File: config.mk
export PLATFORM = sky130hd
export DESIGN_NAME = clamping_lsb_first_bit_packer_top
export DESIGN_NICKNAME = d
export VERILOG_FILES = /design/src/bpk_pkg.sv /design/src/bpk_prep.sv /design/src/bpk_chunk.sv /design/src/clamping_lsb_first_bit_packer_top.sv
export SDC_FILE = /design/constraint.sdc
export NUM_CORES = 1
export LEC_CHECK = 0
export ABC_CLOCK_PERIOD_IN_PS = 5850
export BUFFER_PORTS_ARGS = -buffer_cell sky130_fd_sc_hd__buf_2
export CAP_MARGIN = 25
export CELL_PAD_IN_SITES_DETAIL_PLACEMENT = 0
export CELL_PAD_IN_SITES_GLOBAL_PLACEMENT = 1
export CORE_MARGIN = 4
export CORE_UTILIZATION = 44
export DETAILED_ROUTE_END_ITERATION = 7
export PLACE_DENSITY = 0.86
export SETUP_SLACK_MARGIN = 0.5
export SLEW_MARGIN = 20
export SYNTH_ARGS = -nofsm -noshare
export SYNTH_HDL_FRONTEND = slang
export SYNTH_SLANG_ARGS = --single-unit
File: constraint.sdc
create_clock -name clk -period 5.85 [get_ports clk]
set_clock_uncertainty 0.05 [all_clocks]
set_input_delay 0.8775 -clock clk [delete_from_list [all_inputs] [get_ports clk]]
set_output_delay 0.8775 -clock clk [all_outputs]
set_load 0.03 [all_outputs]
File: src/bpk_pkg.sv
`timescale 1ns / 1ps
`default_nettype none

package bpk_pkg;

  localparam int MaxFieldBits = 32;

  localparam logic [1:0] ReqUnsigned = 2'd0;
  localparam logic [1:0] ReqSigned   = 2'd1;
  localparam logic [1:0] ReqVariable = 2'd2;
  localparam logic [1:0] ReqFlush    = 2'd3;

  localparam logic [30:0] FieldMax = 31'h7FFF_FFFF;

  // one run of bits, first bit in bit 0
  typedef struct packed {
    logic [31:0] data;
    logic [5:0]  len;
  } seg_t;

  typedef struct packed {
    seg_t a;
    seg_t b;
  } segs_t;

  typedef struct packed {
    logic [7:0] pending;
    logic [2:0] bitpos;
    seg_t       seg;
    logic       full;
  } chunk_t;

endpackage

`default_nettype wire

File: src/bpk_prep.sv
`timescale 1ns / 1ps
`default_nettype none

module bpk_prep import bpk_pkg::*; (
  input  wire logic [1:0]        req_type,
  input  wire logic signed [31:0] field_value,
  input  wire logic [5:0]        field_width,
  output segs_t                  segs
);

  always_comb begin
    logic [5:0]  wc;
    logic [30:0] maxv;
    logic [30:0] cap;
    logic [30:0] uval;
    logic [30:0] vval;
    logic [31:0] absv;
    logic [31:0] mag;
    logic [4:0]  blen;
    logic [4:0]  prefix;
    logic        neg;
    logic        sign;

    neg = field_value[31];
    wc = (field_width > 6'(MaxFieldBits)) ? 6'(MaxFieldBits) : field_width;
    maxv = (wc >= 6'd31) ? FieldMax : 31'((32'd1 << wc) - 32'd1);

    // unsigned clamp
    uval = neg ? 31'd0 : ((field_value[30:0] > maxv) ? maxv : field_value[30:0]);

    // signed clamp, sign is 1 for non-negative
    absv = neg ? (~field_value + 32'd1) : field_value;
    mag = (absv > {1'b0, maxv}) ? {1'b0, maxv} : absv;
    sign = !neg || (maxv == 31'd0);

    // variable clamp and bit length
    unique case (wc)
      6'd0: cap = 31'd1;
      6'd1: cap = 31'd3;
      6'd2: cap = 31'd15;
      6'd3: cap = 31'd255;
      6'd4: cap = 31'd65535;
      default: cap = FieldMax;
    endcase
    vval = neg ? 31'd0 : ((field_value[30:0] > cap) ? cap : field_value[30:0]);
    blen = 5'd1;
    for (int i = 0; i < 31; i++) begin
      if (vval[i]) begin
        blen = 5'(i + 1);
      end
    end
    prefix = ({26'd0, blen} > maxv) ? maxv[4:0] : blen;

    unique case (req_type)
      ReqUnsigned: begin
        segs.a = '{data: {1'b0, uval}, len: wc};
        segs.b = '0;
      end
      ReqSigned: begin
        segs.a = '{data: {31'd0, sign}, len: 6'd1};
        segs.b = '{data: mag, len: wc};
      end
      ReqVariable: begin
        segs.a = '{data: {27'd0, prefix}, len: wc};
        segs.b = '{data: {1'b0, vval}, len: {1'b0, blen}};
      end
      ReqFlush: begin
        segs = '0;
      end
    endcase
  end

endmodule

`default_nettype wire

File: src/bpk_chunk.sv
`timescale 1ns / 1ps
`default_nettype none

module bpk_chunk import bpk_pkg::*; (
  input  wire logic [7:0] pending,
  input  wire logic [2:0] bitpos,
  input  wire seg_t       seg,
  output chunk_t          res
);

  always_comb begin
    logic [3:0] room;
    logic [3:0] take;
    logic [7:0] mask;
    logic [7:0] bits;
    logic [3:0] sum;

    room = 4'd8 - {1'b0, bitpos};
    take = (seg.len > {2'b0, room}) ? room : seg.len[3:0];
    mask = 8'((9'd1 << take) - 9'd1);
    bits = seg.data[7:0] & mask;
    sum = {1'b0, bitpos} + take;

    res.pending = pending | 8'(bits << bitpos);
    res.bitpos = sum[2:0];
    res.full = sum[3];
    res.seg.data = seg.data >> take;
    res.seg.len = seg.len - {2'b0, take};
  end

endmodule

`default_nettype wire

File: src/clamping_lsb_first_bit_packer_top.sv
// Clamping LSB-first bit packer.
// Input channel: in_valid / in_stall with req_type, field_value, field_width.
// A transfer happens at a rising edge with valid high and stall low. in_stall
// is high while an item is at work, so one item is taken at a time.
// Output channel: out_valid / out_stall with out_byte, last_in_run and
// end_of_message; one byte per transfer, first written bit in bit 0.
// Sequence: after the accept, a prep state clamps the value and forms up to
// two bit runs; a flush instead sends the pending byte from that state. Then
// the shared chunk shifter moves up to (8 - bit position) bits into the
// pending byte per cycle while the output register is free, one step per
// byte that each run touches. A byte is valid the cycle after the step that
// fills it.
// Each full byte goes to a single output register; the chunk shifter advances
// only when that register is empty or being taken, so a stalled receiver
// holds the packer in place and no byte is lost.
// Reset (rst, synchronous) clears the pending byte, the bit position, the
// sequencer and the output valid.
`timescale 1ns / 1ps
`default_nettype none

module clamping_lsb_first_bit_packer_top import bpk_pkg::*; (
  input  wire logic               clk,
  input  wire logic               rst,
  input  wire logic               in_valid,
  output logic                    in_stall,
  input  wire logic [1:0]         req_type,
  input  wire logic signed [31:0] field_value,
  input  wire logic [5:0]         field_width,
  output logic                    out_valid,
  input  wire logic               out_stall,
  output logic [7:0]              out_byte,
  output logic                    last_in_run,
  output logic                    end_of_message
);

  localparam logic [1:0] ST_IDLE = 2'd0;
  localparam logic [1:0] ST_PREP = 2'd1;
  localparam logic [1:0] ST_RUN  = 2'd2;

  logic [1:0]        state;
  logic [1:0]        req_type_q;
  logic signed [31:0] field_value_q;
  logic [5:0]        field_width_q;
  segs_t             segs;
  segs_t             prep_segs;
  logic [7:0]        pending;
  logic [2:0]        bitpos;

  logic   out_free;
  logic   use_a;
  seg_t   active;
  chunk_t res;
  logic [6:0] total;
  logic [6:0] remaining;
  logic   emit_byte;
  logic   flush_go;
  logic   in_xfer;

  bpk_prep u_prep (
    .req_type    (req_type_q),
    .field_value (field_value_q),
    .field_width (field_width_q),
    .segs        (prep_segs)
  );

  bpk_chunk u_chunk (
    .pending (pending),
    .bitpos  (bitpos),
    .seg     (active),
    .res     (res)
  );

  assign in_stall  = (state != ST_IDLE);
  assign in_xfer   = in_valid && !in_stall;
  assign out_free  = !out_valid || !out_stall;
  assign use_a     = (segs.a.len != 6'd0);
  assign active    = use_a ? segs.a : segs.b;
  assign total     = 7'(segs.a.len) + 7'(segs.b.len);
  assign remaining = 7'(res.seg.len) + (use_a ? 7'(segs.b.len) : 7'd0);
  assign emit_byte = (state == ST_RUN) && (total != 7'd0) && out_free && res.full;
  assign flush_go  = (state == ST_PREP) && (req_type_q == ReqFlush) && out_free;

  always_ff @(posedge clk) begin
    if (rst) begin
      state     <= ST_IDLE;
      out_valid <= 1'b0;
      pending   <= 8'd0;
      bitpos    <= 3'd0;
    end else begin
      if (emit_byte || flush_go) begin
        out_valid <= 1'b1;
      end else if (!out_stall) begin
        out_valid <= 1'b0;
      end
      unique case (state)
        ST_IDLE: begin
          if (in_xfer) begin
            state <= ST_PREP;
          end
        end
        ST_PREP: begin
          if (req_type_q == ReqFlush) begin
            if (out_free) begin
              pending <= 8'd0;
              bitpos  <= 3'd0;
              state   <= ST_IDLE;
            end
          end else begin
            state <= ST_RUN;
          end
        end
        ST_RUN: begin
          if (total == 7'd0) begin
            state <= ST_IDLE;
          end else if (out_free) begin
            pending <= res.full ? 8'd0 : res.pending;
            bitpos  <= res.bitpos;
            if (remaining == 7'd0) begin
              state <= ST_IDLE;
            end
          end
        end
        default: begin
          state <= ST_IDLE;
        end
      endcase
    end
  end

  // payload registers
  always_ff @(posedge clk) begin
    if (in_xfer) begin
      req_type_q    <= req_type;
      field_value_q <= field_value;
      field_width_q <= field_width;
    end
    if (state == ST_PREP) begin
      segs <= prep_segs;
    end else if ((state == ST_RUN) && (total != 7'd0) && out_free) begin
      if (use_a) begin
        segs.a <= res.seg;
      end else begin
        segs.b <= res.seg;
      end
    end
    if (emit_byte) begin
      out_byte       <= res.pending;
      last_in_run    <= (remaining < 7'd8);
      end_of_message <= 1'b0;
    end else if (flush_go) begin
      out_byte       <= pending;
      last_in_run    <= 1'b1;
      end_of_message <= 1'b1;
    end
  end

  a_accept_prep: assert property (@(posedge clk) disable iff (rst)
    in_xfer |=> (state == ST_PREP) && in_stall)
    else $error("accepted item did not enter prep");

  a_flush_clear: assert property (@(posedge clk) disable iff (rst)
    flush_go |=> out_valid && end_of_message && last_in_run
                 && (pending == 8'd0) && (bitpos == 3'd0))
    else $error("flush did not emit and clear");

  a_mid_run_busy: assert property (@(posedge clk) disable iff (rst)
    (out_valid && !last_in_run) |-> in_stall)
    else $error("non-last byte waiting while idle");

  a_progress: assert property (@(posedge clk) disable iff (rst)
    ((state == ST_RUN) && (total != 7'd0) && out_free) |=> (total < $past(total)))
    else $error("chunk shifter made no progress");

endmodule

`default_nettype wire
Word level (Yosys, flattened, before mapping)
Index checks and enable logic that the tools add are counted.
{"block": "classes", "add_sub_neg": 8, "n_lt_le_gt_ge": 8, "eq_ne": 19, "shift": 4, "mux": 72, "bitwise": 3, "reduce_logical": 30}
{"op": "76-bit one-hot mux with 4 select lines", "count": 1}
{"op": "31-bit two-way mux", "count": 5}
{"op": "31-bit one-hot mux with 5 select lines", "count": 1}
{"op": "76-bit two-way mux", "count": 2}
{"op": "38-bit two-way mux", "count": 3}
{"op": "5-bit two-way mux", "count": 17}
{"op": "32-bit two-way mux", "count": 2}
{"op": "31-bit > comparator", "count": 2}
{"op": "8-bit two-way mux", "count": 7}
{"op": "4-bit two-way mux", "count": 9}
{"op": "32-bit by 1-bit adder with 32-bit output (second input constant)", "count": 1}
{"op": "32-bit by 31-bit > comparator with 1-bit output", "count": 1}
{"op": "32-bit inverter", "count": 1}
{"op": "32-bit by 4-bit >> shifter with 32-bit output", "count": 1}
{"op": "5-bit by 31-bit > comparator with 1-bit output", "count": 1}
{"op": "31-bit logical NOT", "count": 1}
{"op": "1-bit by 6-bit << shifter with 31-bit output (first input constant)", "count": 1}
{"op": "31-bit by 1-bit subtractor with 31-bit output (second input constant)", "count": 1}
{"op": "3-bit two-way mux", "count": 8}
{"op": "2-bit two-way mux", "count": 8}
{"op": "8-bit one-hot mux with 2 select lines", "count": 1}
{"op": "6-bit by 6-bit adder with 7-bit output", "count": 2}
{"op": "7-bit logical NOT", "count": 2}
{"op": "6-bit by 2-bit equality test with 1-bit output (second input constant)", "count": 2}
{"op": "36 further kinds", "count": 64}
{"block": "word_totals", "reg_bits": 140, "in_bits": 44, "word_cells": 158}

Logic depth before layout (Yosys ltp)
Gate-level depths: netlist of the first run.
{"block": "depth", "word_depth": 41, "depth_mapped": 28}

By module
A second synthesis of the first run with hierarchy kept.
{"block": "hier_totals", "hier_cells": 1811, "area_unflattened_um2": 14520.2}
{"mod": "clamping_lsb_first_bit_packer_top", "instances": 1, "cells_each": 570, "area_per_inst_um2": 6144.6}
{"mod": "bpk_prep", "instances": 1, "cells_each": 853, "area_per_inst_um2": 5660.4}
{"mod": "bpk_chunk", "instances": 1, "cells_each": 388, "area_per_inst_um2": 2715.1}

Worst setup path after synthesis of the first run
No wires, ideal clock.
{"block": "synth_path", "path_kind": "reg-to-reg", "start": "register field_width_q[3]", "end": "register segs[45] (netlist name) (data pin)", "setup_ps": 261, "arrival_time_ps": 5665, "required_time_ps": 5539, "slack_ps": -125, "path_stages_with_launch": 25, "path_buffers": 3, "cell_sequence": "edfxtp_1 clkbuf_1 or3_1 clkbuf_1 a21oi_1 ha_1 nand4_2 or4_1 nor3_2 mux2i_1 and2_1 clkbuf_2 or4_1 a21bo_1 o21ai_1 ha_1 nor2b_1 o21a_1 o21a_1 o21ai_0 a21oi_2 nand2_1 o21ai_0 a32o_1 a221o_1"}
{"block": "synth_via", "elab_chain_cells": 41, "word_cells_on_any_way": 52}
{"item": "start, declared", "line_no": "clamping_lsb_first_bit_packer_top.sv:43", "source": "logic [5:0] field_width_q;"}
{"item": "start signal, assigned", "line_no": "clamping_lsb_first_bit_packer_top.sv:135", "source": "field_width_q <= field_width;"}
{"item": "6-bit > comparator", "line_no": "bpk_prep.sv:25", "source": "wc = (field_width > 6'(MaxFieldBits)) ? 6'(MaxFieldBits) : field_width;"}
{"item": "6-bit two-way mux (*)", "line_no": "bpk_prep.sv:25"}
{"item": "6-bit by 3-bit equality test with 1-bit output (tied with other cells)", "line_no": "bpk_prep.sv:37", "source": "unique case (wc)"}
{"item": "31-bit one-hot mux with 5 select lines", "line_no": "bpk_prep.sv:37"}
{"item": "31-bit > comparator", "line_no": "bpk_prep.sv:45", "source": "vval = neg ? 31'd0 : ((field_value[30:0] > cap) ? cap : field_value[30:0]);"}
{"item": "31-bit two-way mux (2 in a row)", "line_no": "bpk_prep.sv:45"}
{"item": "2-bit two-way mux (2 in a row)", "line_no": "bpk_prep.sv:48", "source": "if (vval[i]) begin"}
{"item": "3-bit two-way mux (4 in a row)", "line_no": "bpk_prep.sv:48"}
{"item": "4-bit two-way mux (8 in a row)", "line_no": "bpk_prep.sv:48"}
{"item": "5-bit two-way mux (16 in a row)", "line_no": "bpk_prep.sv:48"}
{"item": "5-bit by 31-bit > comparator with 1-bit output", "line_no": "bpk_prep.sv:52", "source": "prefix = ({26'd0, blen} > maxv) ? maxv[4:0] : blen;"}
{"item": "5-bit two-way mux", "line_no": "bpk_prep.sv:52"}
{"item": "76-bit one-hot mux with 4 select lines (*)", "line_no": "bpk_prep.sv:54", "source": "unique case (req_type)"}
{"item": "76-bit two-way mux (*)", "line_no": "clamping_lsb_first_bit_packer_top.sv:137", "source": "if (state == ST_PREP) begin"}
{"item": "end signal, assigned", "line_no": "clamping_lsb_first_bit_packer_top.sv:138", "source": "segs <= prep_segs;"}
{"item": "end, declared", "line_no": "clamping_lsb_first_bit_packer_top.sv:44", "source": "segs_t segs;"}
Mark *: on every way between the ends. The rest lies on a longest branch, timed or not. The select of a mux whose other input is x is not followed.
A chain may end at the register's enable or synchronous reset.

Worst setup path in the final report of the first run
{"block": "layout_path", "start": "register field_width_q[0]", "end": "register segs[45] (netlist name) (data pin)"}
Same word-level chain as after synthesis.

==> flow_summary.ini, run 1 <==
[timing]
finalWorstSetupSlack_ns = 0.3621
max_slew_margin = 0.2837
finalCritPeriodShare = 0.9381
slew_viol_final = 0
period_minus_slack_ns = 5.488
worst_slew_pin_slew_ns = 1.074
setup_viol = 0
rsz0062_at_grt = yes
hold_viol_final = 0
tns_ns = 0
max_freq_mhz = 182.2

[placed_design]
place_ws_ns = -0.05085
dp.cells = 2053
hpwl_mm = 36.74
place.port_buffers = 55
gp_congestion = 1.067

[synthesis]
synth_seq_cells = 140
synth_top_area_frac = 0.2755
synthArstFlopShare = 0
synth_commonest_cells = nand2_1, a21oi_1, edfxtp_1, ha_1, nor2_1
synth_fp_nets = 1797
synth.cell_area_mm2 = 0.01362
yosysSeqAreaShare = 0.2975
syn_area_per_cell_um2 = 8.379
synth_most_common_cell = nand2_1
ys_warn_count = 0
synthCells = 1626
synth_edf_count = 125
synth_top_cells_by_area = edfxtp_1, ha_1, a21oi_1
ys_types = 90
synth.largest_area_cell = edfxtp_1
ys.flop_type = edfxtp_1

[power_and_ir_drop]
irDropWorstVdd_v = 0.0002509
power_mw = 4.410
power.density_mw_per_mm2 = 272.2
p_leak_nw = 6.400

[floorplanning]
die_w_um = 184.0
die_y_um = 184.0
fp-row-count = 64
start_util = 0.4454
io_pins = 56
coreArea_mm2 = 0.03059
dieArea_mm2 = 0.03384

[global_routing]
grtUsageTotal = 0.2842
grt_pass1_vias = 13290
gr-total-overflow = 0
grt_pass1_wl_mm = 75.92
grt_max_degree = 45
antenna_found_initial = 0

[drt]
drt-total-wl_mm = 49.04
via_per_inst = 6.491
wl_per_cell_um = 23.11
vias = 13770
met1Wirelength_mm = 20.50
ant_nets = 0
dr.pass1.iters = 6
wl_met3_mm = 3.738
drc_errors = 0
routed.top_layer = met4
drt-initial-drc-count = 1562
wl_met2_mm = 22.38

[cells_and_area]
antenna_cells = 0
fin_util = 0.5297
nets = 1884
area_growth_pct = 18.92
drive_above_1_share = 0.1970
stdcell_count = 2122

[clock_tree]
clock_latency_ns = 0.45
clk_path_buf_depth = 2
postCtsHoldBufs = 0
cts.clk_slew.worst_paths_ns = 0.07
cts_buffers = 17
clkSinkCount = 140
cts-root-buf = clkbuf_16
cts_tree = yes
htree_levels = 4

[critical_path]
worstPathRequired_ns = 6.00
cp.arrival_ns = 5.64
cp-start-kind = register
slowest_delay_ns = 0.40
cp-end-kind = register
critical_path_peak_fanout = 8
crit_chain = or2_2 > a21oi_4 > buf_12 > buf_16 > ha_1 > and4_4 > a211oi_4 > nand4_1 > buf_4 > buf_4 > a31o_2 > a21oi_1 > nor4b_2 > o21ai_1 > nand2_1 > ha_1 > o21a_1 > o21a_1 > o21ai_2 > a21oi_4 > nand2_2 > o21ai_2 > a32o_1 > a221o_1
critPathTopFamily = compound AO/OA/AOI/OAI gates
cp_num_buf_inv = 4
cp_slowest_cell = or2_2
path_class = reg2reg

[min_path]
hold_class = reg2reg

[run]
maxCapViolCount = 0

[outcome]
status = complete, no violations
sequential cells by signal, indices dropped and copies added, names as in the netlist:
register        count
state               2
field_value_q      32
pending             8
field_width_q       6
last_in_run         1
bitpos              3
req_type_q          2
out_byte            8
out_valid           1
end_of_message      1
segs               76
cell usage in the layout (no fill, tap or decap), drive strengths merged, types with 19 or more instances in the layout:
cell type and instances:
a211oi 22, a21o 33, a21oi 145, a31oi 35, and2 22, buf 175, edfxtp 125, ha 123
inv 55, mux2i 49, nand2 152, nand2b 20, nand3 78, nor2 111, nor3 38, o211ai 31
o21a 21, o21ai 122, or2 19, xnor2 35
per-stage QoR:
stage | cell area [µm²] | hold WS, ns
after global placement | 14760 | 0.3950
after floorplan | 13740 | 0.3701
after global routing | 16200 | 0.4184
final | 16200 | 0.4003
after detailed placement | 14780 | 0.3868
after CTS | 15720 | 0.4021
cells by family after synthesis:
group,share of synthesized area
simple gates,0.1839
flops,0.2975
mux,0.04674
compound gates,0.2802
fa+ha+maj,0.1188
xor+xnor,0.02636
buf+inv,0.04638
metal layers:
| layer | track usage | up-vias |
|---|---|---|
| li1 | - | 6414 |
| met1 | 0.3822 | 6501 |
| met2 | 0.4522 | 712 |
| met3 | 0.04412 | 147 |
| met4 | 0.1284 | 0 |
| met5 | 0 | - |
final cells by class:
class                      count  area [µm²]
fill                        2859       14390
timing repair buffer         176        1286
sequential                   140        4054
clock buffer                  17       425.4
tap                          396       495.5
multi-input combinational   1328        9575
clock inverter                15       173.9
inverter                      50       191.4
worst reg2reg max path, cell delays in order (launching register included):
cell and delay, ns:
edfxtp_1 0.38, or2_2 0.40, a21oi_4 0.24, buf_12 0.14, buf_16 0.13, ha_1 0.26, and4_4 0.17, a211oi_4 0.27
nand4_1 0.28, buf_4 0.23, buf_4 0.13, a31o_2 0.23, a21oi_1 0.28, nor4b_2 0.09, o21ai_1 0.30, nand2_1 0.14
ha_1 0.31, o21a_1 0.11, o21a_1 0.18, o21ai_2 0.17, a21oi_4 0.11, nand2_2 0.09, o21ai_2 0.07, a32o_1 0.21
a221o_1 0.26
timing repair:
action | in CTS | in global routing
pin swaps | 8 | 28
gates cloned | 2 | 0
buffers inserted | 21 | 13
endpoints found under the setup margin | 46 | 73
resized for setup | 29 | 78
endpoints found under the hold margin | 0 | 0
power by group:
group	total, mW	internal, mW	switching [mW]
clock	1.12	0.610	0.509
sequential	1.34	1.26	0.0842
combinational	1.95	0.759	1.19
worst paths after layout:
kind,startpoint,to,slack (ns),cells past startpoint
setup / recovery,field_width_q[0]$_DFFE_PP_,segs[45]$_DFFE_PP_,0.36,24
hold / removal,pending[3]$_SDFFE_PP0P_,pending[3]$_SDFFE_PP0P_,0.40,1
setup reg to reg,field_width_q[0]$_DFFE_PP_,segs[45]$_DFFE_PP_,0.36,24
hold reg to reg,pending[3]$_SDFFE_PP0P_,pending[3]$_SDFFE_PP0P_,0.40,1
No activity file was read; power rests on OpenSTA's default activity.
==> inputs of run 2 (changes only) <==
--- a/config.mk
+++ b/config.mk
@@ -6,14 +6,14 @@
 export NUM_CORES = 1
 export LEC_CHECK = 0
 export ABC_CLOCK_PERIOD_IN_PS = 5850
-export BUFFER_PORTS_ARGS = -buffer_cell sky130_fd_sc_hd__buf_2
 export CAP_MARGIN = 25
 export CELL_PAD_IN_SITES_DETAIL_PLACEMENT = 0
 export CELL_PAD_IN_SITES_GLOBAL_PLACEMENT = 1
-export CORE_MARGIN = 4
-export CORE_UTILIZATION = 44
+export CORE_MARGIN = 2
+export CORE_UTILIZATION = 45
 export DETAILED_ROUTE_END_ITERATION = 7
-export PLACE_DENSITY = 0.86
+export DONT_BUFFER_PORTS = 1
+export PLACE_DENSITY = 0.85
 export SETUP_SLACK_MARGIN = 0.5
 export SLEW_MARGIN = 20
 export SYNTH_ARGS = -nofsm -noshare
==> flow_summary.ini, run 2 (synthesis gave the netlist of run 1 again) <==
[critical_path]
cpMostUsedCell = o21ai_2
cp-end-kind = register
cp.arrival_ns = 5.61
slowest_delay_ns = 0.43
crit_chain = or3_4 > a21oi_4 > buf_12 > buf_16 > ha_4 > a21oi_2 > o21ai_2 > a211oi_2 > nand4_1 > and2_4 > buf_4 > o21ai_0 > a21bo_1 > o21ai_4 > ha_1 > nor2b_1 > o21a_1 > o21a_1 > o21ai_2 > a21oi_4 > nand2_2 > o21ai_2 > a32o_1 > a221o_1
path_class = reg2reg
worstPathRequired_ns = 5.99
cp-start-kind = register
critical_path_peak_fanout = 25
cp_slowest_cell = or3_4

[drt]
vias = 13690
via_per_inst = 6.654
drc_errors = 0
dr.pass1.iters = 6
drt-total-wl_mm = 48.50
ant_nets = 0
drt-initial-drc-count = 1502
wl_per_cell_um = 23.58

[clock_tree]
clock_latency_ns = 0.45
htree_levels = 4
postCtsHoldBufs = 0
cts.clk_slew.worst_paths_ns = 0.06
clkSinkCount = 140
cts_tree = yes
cts_buffers = 17
cts-root-buf = clkbuf_16
clk_path_buf_depth = 2

[cells_and_area]
nets = 1826
antenna_cells = 0
final_common_cell = nand2_1
fillCellCount = 2728
regArea_mm2 = 0.004055
multi_input_area_mm2 = 0.009477
largest_reg_flops = 76
stdcell_count = 2057
regMostFlops = segs
fin_util = 0.5301
area_growth_pct = 15.63
drive_above_1_share = 0.1614
final_cell_mix = nand2_1, a21oi_1, edfxtp_1
reg_top3 = segs x76, field_value_q x32

[placed_design]
hpwl_mm = 36.18
place.port_buffers = 0
dp.cells = 1990
gp_congestion = 1.040

[power_and_ir_drop]
power.density_mw_per_mm2 = 274.4
irDropWorstVdd_v = 0.0002073
p_leak_nw = 6.097
power_mw = 4.322

[global_routing]
grt_pass1_vias = 12920
gr-total-overflow = 0
grtUsageTotal = 0.3089
grt_pass1_wl_mm = 74.79
antenna_found_initial = 1
grt_max_degree = 45

[timing]
slew_viol_final = 0
max_freq_mhz = 183.1
finalCritPeriodShare = 0.9336
max_slew_margin = 0.3285
tns_ns = 0
worst_slew_pin_slew_ns = 1.005
rsz0062_at_grt = yes
period_minus_slack_ns = 5.462
hold_viol_final = 0
setup_viol = 0

[floorplanning]
io_pins = 56
start_util = 0.4585
dieArea_mm2 = 0.03168
fp-row-count = 63
die_w_um = 178
die_y_um = 178
coreArea_mm2 = 0.02972

[min_path]
hold_class = reg2reg

[outcome]
status = complete, no violations

[run]
maxCapViolCount = 0
-- run 2: cell types whose count changed in the layout (fill, tap and decap cells not counted), sizes merged --
| cell | change |
|---|---|
| clkinvlp | +4 |
| clkinv | +1 |
| clkbuf | -1 |
| buf | -57 |
| inv | -6 |
-- run 2: final timing paths --
| kind | start | to | slack (ns) | depth (start not counted) |
|---|---|---|---|---|
| min reg2reg | pending[3]$_SDFFE_PP0P_ | pending[3]$_SDFFE_PP0P_ | 0.41 | 1 |
| max | field_width_q[4]$_DFFE_PP_ | segs[45]$_DFFE_PP_ | 0.39 | 24 |
| min | pending[3]$_SDFFE_PP0P_ | pending[3]$_SDFFE_PP0P_ | 0.41 | 1 |
| max reg2reg | field_width_q[4]$_DFFE_PP_ | segs[45]$_DFFE_PP_ | 0.39 | 24 |
-- run 2: power by group --
part	internal (mW)	total (mW)	switching, mW
combinational	0.742	1.92	1.18
sequential	1.26	1.36	0.0998
clock	0.582	1.05	0.463
total	2.58	4.32	1.74
-- run 2: metrics by stage --
stage          setup slack, ns  hold WS [ns]  cell area, µm²
3_3_place_gp           -0.1179        0.3931           14430
2_1_floorplan           0.4141        0.3701           13740
4_1_cts                 0.4859        0.4090           15300
6_report                0.3884        0.4074           15750
3_5_place_dp           -0.1671        0.3858           14460
5_1_grt                 0.2134        0.4304           15750
-- run 2: per-layer routing --
metal,part of all wire,GRT usage,wire [µm],up-vias
met4,0.045,0.1322,2172,0
met3,0.081,0.05499,3943,132
met2,0.45,0.4892,21860,772
met1,0.42,0.4140,20520,6499
li1,-,-,-,6285
met5,0,0,0,-
-- run 2: cell type report --
cell class                 instances  area share
clock buffer                      17     0.02700
clock inverter                    14    0.007704
inverter                          50     0.01239
multi-input combinational       1328      0.6015
sequential                       140      0.2574
tap                              390     0.03097
timing repair buffer             118     0.06298
-- run 2: worst max-delay path, delay by kind of cell, from the launching register on --
family | cells | cell delay [ns]
AO/OA/AOI/OAI | 14 | 2.64
AND/OR/NAND/NOR | 5 | 1.14
flip-flops | 1 | 0.41
adder cells (fa/ha/maj) | 2 | 0.47
buffers and inverters | 3 | 0.49
-- run 2: what timing repair did --
item	in CTS	in global routing
hold endpoints to repair	0	0
gates resized for setup	32	63
buffers inserted	13	21
endpoints found under the setup margin	44	69
cloned	2	0
pin swaps	14	22
